==> src/sv/repeating_decimal_cycle_finder_top_macros.svh <==
// ----------------------------------------------------------------------------
// Repeating decimal cycle finder assertion macros
// Concurrent assertion wrappers that drop out of synthesis builds.
// ----------------------------------------------------------------------------
`ifndef REPEATING_DECIMAL_CYCLE_FINDER_TOP_MACROS_SVH
`define REPEATING_DECIMAL_CYCLE_FINDER_TOP_MACROS_SVH

`ifndef SYNTHESIS
// Checks a property at every rising edge outside reset.
`define RDCF_ASSERT_HOLDS(lbl, clk, rstn, prop, msg) \
    lbl: assert property (@(posedge clk) disable iff (!rstn) (prop)) else $error(msg);
// Checks that the consequent holds in the cycle after the antecedent.
`define RDCF_ASSERT_NEXT(lbl, clk, rstn, ante, cons, msg) \
    lbl: assert property (@(posedge clk) disable iff (!rstn) (ante) |=> (cons)) else $error(msg);
`else
`define RDCF_ASSERT_HOLDS(lbl, clk, rstn, prop, msg)
`define RDCF_ASSERT_NEXT(lbl, clk, rstn, ante, cons, msg)
`endif

`endif

==> src/sv/rdcf_pkg.sv <==
// ----------------------------------------------------------------------------
// Repeating decimal cycle finder package
// Shared widths, payload structs and controller/datapath interface structs.
// ----------------------------------------------------------------------------
package rdcf_pkg;

    localparam int MAX_DENOMINATOR_DEF = 4096;
    localparam int SHOWN_DIGITS_DEF    = 50;

    localparam int NUM_W   = 31;
    localparam int DEN_W   = 12;
    localparam int DIGIT_W = 4;
    localparam int POS_W   = 6;
    localparam int CLEN_W  = 12;

    typedef struct packed {
        logic [NUM_W-1:0] numerator;
        logic [DEN_W-1:0] denominator;
    } t_in;

    typedef struct packed {
        logic [NUM_W-1:0]   integer_part;
        logic [DIGIT_W-1:0] digit;
        logic [POS_W-1:0]   digit_position;
        logic               cycle_begins;
        logic               truncated;
        logic [CLEN_W-1:0]  cycle_length;
        logic               last;
        logic               div_error;
    } t_out;

    // Commands from the controller to the datapath.
    typedef struct packed {
        logic load;
        logic div_step;
        logic clr_step;
        logic dig_step;
        logic look;
        logic zfin;
        logic emit;
        logic err;
    } t_cmd;

    // Status from the datapath to the controller.
    typedef struct packed {
        logic bad_den;
        logic div_last;
        logic clr_last;
        logic rem_zero;
        logic rnew_zero;
        logic cnt_lim;
        logic hit;
        logic emit_last;
    } t_stat;

endpackage

==> src/sv/rdcf_ctrl.sv <==
// ----------------------------------------------------------------------------
// Repeating decimal cycle finder controller
// Sequences integer division, table clearing, long division and digit output.
// ----------------------------------------------------------------------------
`include "repeating_decimal_cycle_finder_top_macros.svh"

module rdcf_ctrl (
    input  logic           i_clk,
    input  logic           i_rst_n,
    input  logic           i_start,
    input  rdcf_pkg::t_stat i_stat,
    output rdcf_pkg::t_cmd  o_cmd,
    output logic           o_busy
);
    import rdcf_pkg::*;

    typedef enum logic [6:0] {
        S_IDLE = 7'b0000001,
        S_DIV  = 7'b0000010,
        S_CLR  = 7'b0000100,
        S_STEP = 7'b0001000,
        S_LOOK = 7'b0010000,
        S_ZFIN = 7'b0100000,
        S_EMIT = 7'b1000000
    } t_state;

    t_state r_state;
    t_state n_state;

    always_comb begin
        n_state = r_state;
        o_cmd   = '0;
        case (r_state)
            S_IDLE: begin
                if (i_start) begin
                    if (i_stat.bad_den) begin
                        o_cmd.err = 1'b1;
                    end else begin
                        o_cmd.load = 1'b1;
                        n_state    = S_DIV;
                    end
                end
            end
            S_DIV: begin
                o_cmd.div_step = 1'b1;
                if (i_stat.div_last) begin
                    n_state = S_CLR;
                end
            end
            S_CLR: begin
                o_cmd.clr_step = 1'b1;
                if (i_stat.clr_last) begin
                    n_state = i_stat.rem_zero ? S_ZFIN : S_STEP;
                end
            end
            S_STEP: begin
                if (i_stat.cnt_lim) begin
                    n_state = S_EMIT;
                end else begin
                    o_cmd.dig_step = 1'b1;
                    n_state = i_stat.rnew_zero ? S_ZFIN : S_LOOK;
                end
            end
            S_LOOK: begin
                // The table read for the new remainder lands in this cycle.
                o_cmd.look = 1'b1;
                n_state = i_stat.hit ? S_EMIT : S_STEP;
            end
            S_ZFIN: begin
                o_cmd.zfin = 1'b1;
                n_state    = S_EMIT;
            end
            S_EMIT: begin
                o_cmd.emit = 1'b1;
                if (i_stat.emit_last) begin
                    n_state = S_IDLE;
                end
            end
            default: begin
                n_state = S_IDLE;
            end
        endcase
    end

    always_ff @(posedge i_clk) begin
        if (!i_rst_n) begin
            r_state <= S_IDLE;
        end else begin
            r_state <= n_state;
        end
    end

    assign o_busy = (r_state != S_IDLE);

    `RDCF_ASSERT_HOLDS(a_look_after_step, i_clk, i_rst_n, (r_state == S_LOOK) |-> ($past(r_state) == S_STEP), "table check without a preceding digit step")
    `RDCF_ASSERT_HOLDS(a_idle_after_emit, i_clk, i_rst_n, ($fell(o_busy) && $past(i_rst_n)) |-> ($past(r_state) == S_EMIT), "run ended without emitting digits")

endmodule

==> config.mk <==
export PLATFORM = sky130hd
export DESIGN_NAME = rdcf_ctrl
export DESIGN_NICKNAME = d
export VERILOG_FILES = /design/src/sv/rdcf_pkg.sv /design/src/sv/rdcf_ctrl.sv
export VERILOG_INCLUDE_DIRS = /design/src /design/src/sv
export SDC_FILE = /design/constraint.sdc
export NUM_CORES = 1
export LEC_CHECK = 0
export BUFFER_PORTS_ARGS = -buffer_cell sky130_fd_sc_hd__buf_2
export CAP_MARGIN = 20
export CELL_PAD_IN_SITES_DETAIL_PLACEMENT = 1
export CELL_PAD_IN_SITES_GLOBAL_PLACEMENT = 2
export CORE_MARGIN = 2
export CORE_UTILIZATION = 25
export CTS_CLUSTER_SIZE = 14
export DETAILED_ROUTE_END_ITERATION = 12
export PLACE_DENSITY_LB_ADDON = 0.1
export REMOVE_ABC_BUFFERS = 1
export SETUP_SLACK_MARGIN = 0.15
export SLEW_MARGIN = 20
export SYNTH_ARGS = -nofsm -noshare
export SYNTH_HDL_FRONTEND = slang
export SYNTH_SLANG_ARGS = --single-unit
==> constraint.sdc <==
create_clock -name i_clk -period 1.9 [get_ports i_clk]
set_input_delay 0.095 -clock i_clk [delete_from_list [all_inputs] [get_ports i_clk]]
set_output_delay 0.095 -clock i_clk [all_outputs]
set_load 0.05 [all_outputs]
==> results of run 1 <==
## worst paths after layout
check | startpoint | slack, ns | cells past startpoint | to
min | i_stat[3] | 0.14 | 2 | r_state[4]$_SDFFE_PN0P_
max | r_state[2]$_SDFFE_PN0P_ | 0.23 | 4 | o_cmd[7]
max reg2reg | r_state[2]$_SDFFE_PN0P_ | 0.27 | 4 | r_state[3]$_SDFFE_PN0P_
min reg2reg | r_state[1]$_SDFFE_PN0P_ | 0.57 | 1 | r_state[1]$_SDFFE_PN0P_
## logic make-up (layout without fill, tap and decap cells)
family          after synthesis  count (layout)  share of synthesized area [%]
flops                         7               7                           26.4
buf+inv                       4              32                           4.23
simple gates                 41              41                           49.2
compound gates               15              15                           18.6
xor+xnor                      1               1                           1.65
## power groups by stage
stage	Combinational (W)	Sequential, W	Clock, W
final	0.000138	0.000158	0.000135
after global routing	0.000148	0.000159	0.000158
after CTS	0.000126	0.000160	0.000143
after detailed placement	0.000119	0.000162	0
after global placement	0.000119	0.000162	0
after floorplan	0.0000863	0.000160	0
## area by class of cell
type | count | share of cell area (%)
Tap cell | 27 | 4.19
Multi-Input combinational cell | 57 | 50.9
Inverter | 3 | 1.40
Clock buffer | 4 | 3.26
Sequential cell | 7 | 18.6
Timing Repair Buffer | 25 | 21.6
## timing repair
action,CTS,global route
buffers inserted,1,4
resized for setup,13,14
pin swaps,1,5
endpoints found under the setup margin,6,10
## layer usage
metal  up-vias  wire, µm  track usage [%]
li1        306         -                -
met1       280       724             15.5
met2        14       804             24.3
met3         4        70             3.64
met4         0        20             6.94
met5         -         0                0
## worst max-delay path: stages, from the launching register on
cell and delay (ns):
dfxtp_4 0.36, or3_4 0.41, nor3_4 0.19, and3_4 0.23
buf_8 0.14
## metrics by stage
step | setup slack [ns] | utilization [%] | hold WS (ns) | cells | cell area [µm²]
CTS | 0.0742 | 37.1 | 0.132 | 119 | 736
finish | 0.225 | 40.7 | 0.136 | 123 | 806
floorplan | -0.881 | - | 0.213 | 67 | 520
global placement | 0.175 | 33.1 | 0.406 | 114 | 657
detailed placement | 0.199 | 33.1 | 0.394 | 114 | 657
global route | 0.131 | 40.7 | 0.130 | 123 | 806
## cell usage after synthesis (2+ instances only)
| master | instances | share of area (%) |
|---|---|---|
| a21oi_1 | 3 | 2.8 |
| and3_1 | 2 | 2.4 |
| dfxtp_1 | 7 | 26 |
| inv_1 | 3 | 2.1 |
| nand2_1 | 8 | 5.6 |
| nand2b_1 | 2 | 2.4 |
| nand3b_1 | 2 | 2.8 |
| nor2_1 | 6 | 4.2 |
| nor2b_1 | 2 | 2.4 |
| nor3_1 | 4 | 3.8 |
| o21ai_0 | 4 | 3.8 |
==> summary.md, run 1 <==
| Metric | Value |
|---|---|
| Post-DP HPWL | 1.29 mm |
| DR iter-0 viols | 5 |
| Number of flip-flops and latches in the synthesized netlist | 7 |
| Global-route usage over all layers | 14.0% |
| Clock network power share | 31.4% |
| Arrival @ worst endpoint | 1.58 ns |
| Area of combinational cells with multiple inputs | 410 µm² |
| Area of the die | 2510 µm² |
| Cell variety after synth | 36 |
| Post-layout min period | 1.67 ns |
| Critical path data required time | 1.80 ns |
| Quantity of hold-fixing buffers added after cts | 0 |
| Total routed wirelength | 1.62 mm |
| Prevailing post-synth register cell | dfxtp_1 |
| Post-DRT Antenna Nets | 0 |
| Number of flops mapped to enable cells by yosys | 0 |
| Total clock sinks | 7 |
| Hold violation total from the final report | 0 |
| Post-Syn Area | 532 µm² |
| Post-synthesis average cell area | 7.82 µm² |
| Routed via count | 604 |
| Global-route wire length before repair | 2.68 mm |
| Largest registers in the final layout | r_state x7 |
| Highest fanout seen on the critical path | 5 |
| Most used cells in the layout excluding fill and tap cells | buf_2 (13), buf_4 (8), nand2_1 (7) |
| Worst rel slew slack | 68.0% |
| Pins Over Slew Limit | 0 |
| Number of global-route vias before repair | 610 |
| Worst clock skew | 0.00791 ns |
| Buffer depth of the longest clock path | 2 |
| RSZ-0062 raised after global routing | true |
| Die width | 50.1 µm |
| Share of the clock period used by the worst path | 88.1% |
| Final-layout setup total negative slack | 0 ns |
| Count of H-tree levels built during CTS | 1 |
| Filler instances | 246 |
| Layout area overhead | 51.5% |
| Switching Fraction | 33.3% |
| Cell area power density | 535 nW/µm² |
| Std-Cell Core Area | 1980 µm² |
| Routed wirelength normalized by instance count | 13.2 µm |
| Run status | finished, final reports clean |
| Async set-or-reset flop fraction in the synthesized netlist | 0% |
| Antenna violations before repair | 0 |
| Total design power | 0.000431 W |
| Startpoint kind of the worst setup timing path | flip-flop |
| Switching power | 0.000144 W |
| Most flops, register | r_state |
| Portion of the post-synthesis area used by sequential elements | 26.4% |
| Share of power burned in combinational logic | 31.9% |
| I/O Buffers | 19 |
| Diode insertion count for antenna repair | 0 |
| Total DRC errors in the routed layout | 0 |
| Number of flip-flops under the largest register name | 7 |
| Max VDD drop | 0.000275 V |
| Ratio of cells with drive above 1 in the final layout | 50.0% |
| Total clock buffers created by CTS | 3 |
| Fmax achieved | 597 MHz |
| DIE HEIGHT | 50.1 µm |
| CP Class | flip-flop to output pin |
| Class of the tightest hold or removal check | primary input to flip-flop |
| Number of iterations in the first detailed-routing pass | 3 |
| Part of the total power dissipated in sequential elements | 36.7% |
| Static Leakage | 0.350 nW |
| Clock latency on the worst-skew pair | 0.25 ns |
| Initial Util | 26.8% |
| Standard-cell row count | 16 |
| Worst-margin pin slew | 0.480 ns |
| Synthesized instance count | 68 |
| Count of endpoints failing setup in the final report | 0 |
| Net count reported at finish | 108 |
| Leading cell type in the layout, fill and taps excluded | buf_2 |
| FF/Latch Area | 150 µm² |
| Pin count of the biggest net entering global routing | 11 |
| Max-cap violations | 0 |
| Clock slew seen by the registers of the worst setup and hold paths | 0.05 ns |
| Overflow after GRT | 0 |
| Clock tree from TritonCTS | done |
| Per-cell via count in the routed design | 4.91 |
| Internal portion of total power | 0.000288 W |
| Kind of end point of the critical path | output pin |
| Clock tree root driver cell | clkbuf_4 |
| Number of primary I/O pins | 20 |
| Yosys warns | 0 |
| Routability-driven placement congestion ratio | 0.751 |
No activity file was read; power rests on OpenSTA's default activity.
==> run 2, diff against run 1 <==
Settings changed: ABC_AREA set to 1, CORE_UTILIZATION 25 to 24.
==> run 2 against run 1 <==
Clock power about the same. Register-to-register slack improved by 0.39 ns. Sequential power increased by 18%. Area after synthesis increased by 7.3%. Clock skew decreased by 0.0046 ns. Total power increased by 57%. Die area increased by 11%. Highest routed layer unchanged. Critical path type unchanged. Worst setup slack improved by 0.18 ns. Critical endpoint is now o_cmd[3]. Critical path depth unchanged.
==> summary.md, run 2 <==
| Metric | Value |
|---|---|
| Run status | finished, final reports clean |
| Yosys warns | 0 (unchanged) |
| RSZ-0062 raised after global routing | false |
| Part of the total power dissipated in sequential elements | 27.5% (-9.2 points) |
| Number of iterations in the first detailed-routing pass | 4 (+1) |
| Net count reported at finish | 123 (+14%) |
| Clock latency on the worst-skew pair | 0.25 ns (about the same) |
| DIE HEIGHT | 52.8 µm (+5.3%) |
| Portion of the post-synthesis area used by sequential elements | 24.6% (-1.8 points) |
| Initial Util | 25.5% (-1.3 points) |
| Post-synthesis average cell area | 6.48 µm² (-17%) |
| Count of H-tree levels built during CTS | 1 (unchanged) |
| Hold path startpoint | i_rst_n |
| Worst clock skew | 0.00326 ns (-0.00465 ns) |
| Number of primary I/O pins | 20 (unchanged) |
| Standard cell with the maximum stage delay on the critical path | dfxtp_1 |
| Most used cells in the layout excluding fill and tap cells | buf_2 (19), nand2_1 (18), inv_1 (12) |
| Routed via count | 601 (-0.50%) |
| Global-route usage over all layers | 12.8% (-1.2 points) |
| Fmax achieved | 670 MHz (+12%) |
| Global-route wire length before repair | 2.54 mm (-5.4%) |
| Number of flip-flops and latches in the synthesized netlist | 7 (unchanged) |
| Worst rel slew slack | 83.3% (+15 points) |
| Per-cell via count in the routed design | 4.32 (-12%) |
| CP Cell Sequence | nor2_2 > nand2_2 > nor2_1 > buf_2 |
| Worst hold path endpoint | r_state[0]$_SDFFE_PN1P_ |
| Startpoint kind of the worst setup timing path | flip-flop |
| Total routed wirelength | 1.47 mm (-9.5%) |
| Total clock sinks | 7 (unchanged) |
| Critical path data required time | 1.80 ns (about the same) |
| Number of flip-flops under the largest register name | 7 (unchanged) |
| Leading post-synthesis cells by cell area | dfxtp_1 (25%), nand2_1 (12%), nor2_4 (9.9%), inv_1 (7.9%), nand2_2 (7.7%) |
| Antenna violations before repair | 0 (unchanged) |
| Final worst-path setup slack | 0.408 ns (+0.183 ns) |
| Internal portion of total power | 0.000347 W (+21%) |
| I/O Buffers | 19 (unchanged) |
| Post-DP HPWL | 1.30 mm (+0.57%) |
| Clock network power share | 19.8% (-12 points) |
| Share of power burned in combinational logic | 52.7% (+21 points) |
| Routed wirelength normalized by instance count | 10.5 µm (-20%) |
| Cell area power density | 930 nW/µm² (+74%) |
| Synthesized instance count | 88 (+29%) |
| Post-Syn Area | 571 µm² (+7.3%) |
| Max VDD drop | 0.000546 V (+98%) |
| Worst slack at placement | 0.658 ns (+0.460 ns) |
| Pins Over Slew Limit | 0 (unchanged) |
| Area of combinational cells with multiple inputs | 359 µm² (-13%) |
| Clock tree from TritonCTS | done |
| Switching power | 0.000329 W (+130%) |
| Post-synthesis share of cell area spent on xor and xnor gates | 0% (-1.6 points) |
| Filler instances | 313 (+27%) |
| Buffer depth of the longest clock path | 2 (unchanged) |
| Total clock buffers created by CTS | 3 (unchanged) |
| Diode insertion count for antenna repair | 0 (unchanged) |
| Standard-cell row count | 17 (+1) |
| Die width | 52.8 µm (+5.3%) |
| Ratio of cells with drive above 1 in the final layout | 46.8% (-3.2 points) |
| Proportion of netlist area held by the largest area contributor | 24.6% (-1.8 points) |
| Share of the clock period used by the worst path | 78.5% (-9.6 points) |
| Dominant combinational cell family by area after synthesis | simple AND/OR/NAND/NOR gates |
| Post-Synth Adder-Cell Area | 0% (unchanged) |
| Max-cap violations | 0 (unchanged) |
| Arrival @ worst endpoint | 1.40 ns (-0.18 ns) |
| Flop2flop setup slack | 0.66 ns (+0.39 ns) |
| Cell variety after synth | 16 (-56%) |
| Final-layout setup total negative slack | 0 ns (unchanged) |
| Fraction of the mapped netlist area in compound gates | 4.17% (-14 points) |
| Overflow after GRT | 0 (unchanged) |
| Post-Synth Simple-Gate Area | 58.8% (+9.6 points) |
| Kind of end point of the critical path | output pin |
| Hold violation total from the final report | 0 (unchanged) |
| FF/Latch Area | 140 µm² (-6.7%) |
| Mux contribution to synthesized area | 0% (unchanged) |
| Most common cell in the netlist | nand2_1 |
| Area of the die | 2780 µm² (+11%) |
| Most flops, register | r_state |
| Routability-driven placement congestion ratio | 0.754 (+0.43%) |
| Total DRC errors in the routed layout | 0 (unchanged) |
| Prevailing post-synth register cell | dfxtp_1 |
| Clock slew seen by the registers of the worst setup and hold paths | 0.05 ns (about the same) |
| Number of instances on the worst hold path | 2 (unchanged) |
| Switching Fraction | 48.6% (+15 points) |
| CP Class | flip-flop to output pin |
| Layout area overhead | 27.4% |
| R2R cell count | 8 (+4) |
| R2R Path End | r_state[0]$_SDFFE_PN1P_ |
| DR iter-0 viols | 13 (+8) |
| Largest registers in the final layout | r_state x7 |
| Top cell types by occurrence after synthesis | nand2_1 (18), inv_1 (12), nor2_1 (9) |
| Highest fanout seen on the critical path | 5 (unchanged) |
| Cts repair resizes | 0 (-13) |
| Async set-or-reset flop fraction in the synthesized netlist | 0% (unchanged) |
| Post-CTS setup buffers | 0 (-1) |
| Number of flops mapped to enable cells by yosys | 0 (unchanged) |
| Leading cell type in the layout, fill and taps excluded | buf_2 |
| Number of global-route vias before repair | 601 (-1.5%) |
| Worst-margin pin slew | 0.253 ns (-0.227 ns) |
| Cell accounting for the most synthesized area | dfxtp_1 |
| Start of the worst register-to-register path | r_state[0]$_SDFFE_PN1P_ |
| Slowest Stage Delay on Critical Path | 0.34 ns (-0.07 ns) |
| Static Leakage | 0.388 nW (+11%) |
| Quantity of hold-fixing buffers added after cts | 0 (unchanged) |
| Post-DRT Antenna Nets | 0 (unchanged) |
| Std-Cell Core Area | 2230 µm² (+13%) |
| Clock tree root driver cell | clkbuf_4 |
| Post-layout min period | 1.49 ns (-0.183 ns) |
| Pin count of the biggest net entering global routing | 7 (-4) |
| Class of the tightest hold or removal check | primary input to flip-flop |
| Count of endpoints failing setup in the final report | 0 (unchanged) |
## run 2: cell types whose count changed in the layout (fill, tap and decap cells not counted), moves of 6 or more
cell / delta
nand2_2: +6
inv_1: +9
nand2_1: +11
buf_2: +6
inv_2: +7
buf_4: -8
## run 2: worst max-delay path: cells and delay by family, from the launching register on
family	cells	cell delay, ns
buf+inv	1	0.31
simple gates	3	0.49
flops	1	0.34
## run 2: metal layers
layer,track usage (%),vias to the layer above,part of all wire [%]
met2,19.6,23,44
met5,0,-,0
met1,16.9,264,47
li1,-,309,-
met3,0.571,5,5.8
met4,8.97,0,3.1
## run 2: worst max path at each step
stage                     slack [ns]                    start  depth (start not counted)                      end
after floorplan                 0.18  r_state[0]$_SDFFE_PN1P_                          3                 o_cmd[1]
after global placement          0.65  r_state[0]$_SDFFE_PN1P_                          7  r_state[4]$_SDFFE_PN0P_
after detailed placement        0.66  r_state[1]$_SDFFE_PN0P_                          9  r_state[2]$_SDFFE_PN0P_
after CTS                       0.39  r_state[0]$_SDFFE_PN1P_                          6                 o_cmd[4]
after global routing            0.30  r_state[0]$_SDFFE_PN1P_                          5                 o_cmd[7]
final                           0.41  r_state[0]$_SDFFE_PN1P_                          4                 o_cmd[3]
## run 2: power by group through the flow
stage          clock network, W  logic [W]  registers (W)
2_1_floorplan                 0   0.000288       0.000184
3_3_place_gp                  0   0.000361       0.000187
3_5_place_dp                  0   0.000360       0.000189
4_1_cts                0.000138   0.000362       0.000186
5_1_grt                0.000148   0.000395       0.000190
6_report               0.000134   0.000356       0.000186
## run 2: area by class of cell
type,count,share of cell area [%]
clock buffer,4,3.61
inverter,19,9.81
multi-input combinational,62,49.4
sequential,7,19.3
tap,28,4.82
timing repair buffer,19,13.1
## run 2: kinds of logic (layout without fill, tap and decap cells)
family | count (synthesis) | after routing
compound gates | 4 | 4
simple gates | 58 | 58
buf+inv | 19 | 42
flops | 7 | 7
## run 2: through the flow
stage,hold slack (ns),total power (W),area (µm²),util [%],std cells
3_3_place_gp,0.346,0.000549,701,31.4,135
5_1_grt,0.114,0.000733,727,32.5,139
6_report,0.109,0.000676,727,32.5,139
2_1_floorplan,0.179,0.000473,571,-,88
4_1_cts,0.110,0.000687,727,32.5,139
3_5_place_dp,0.366,0.000550,701,31.4,135
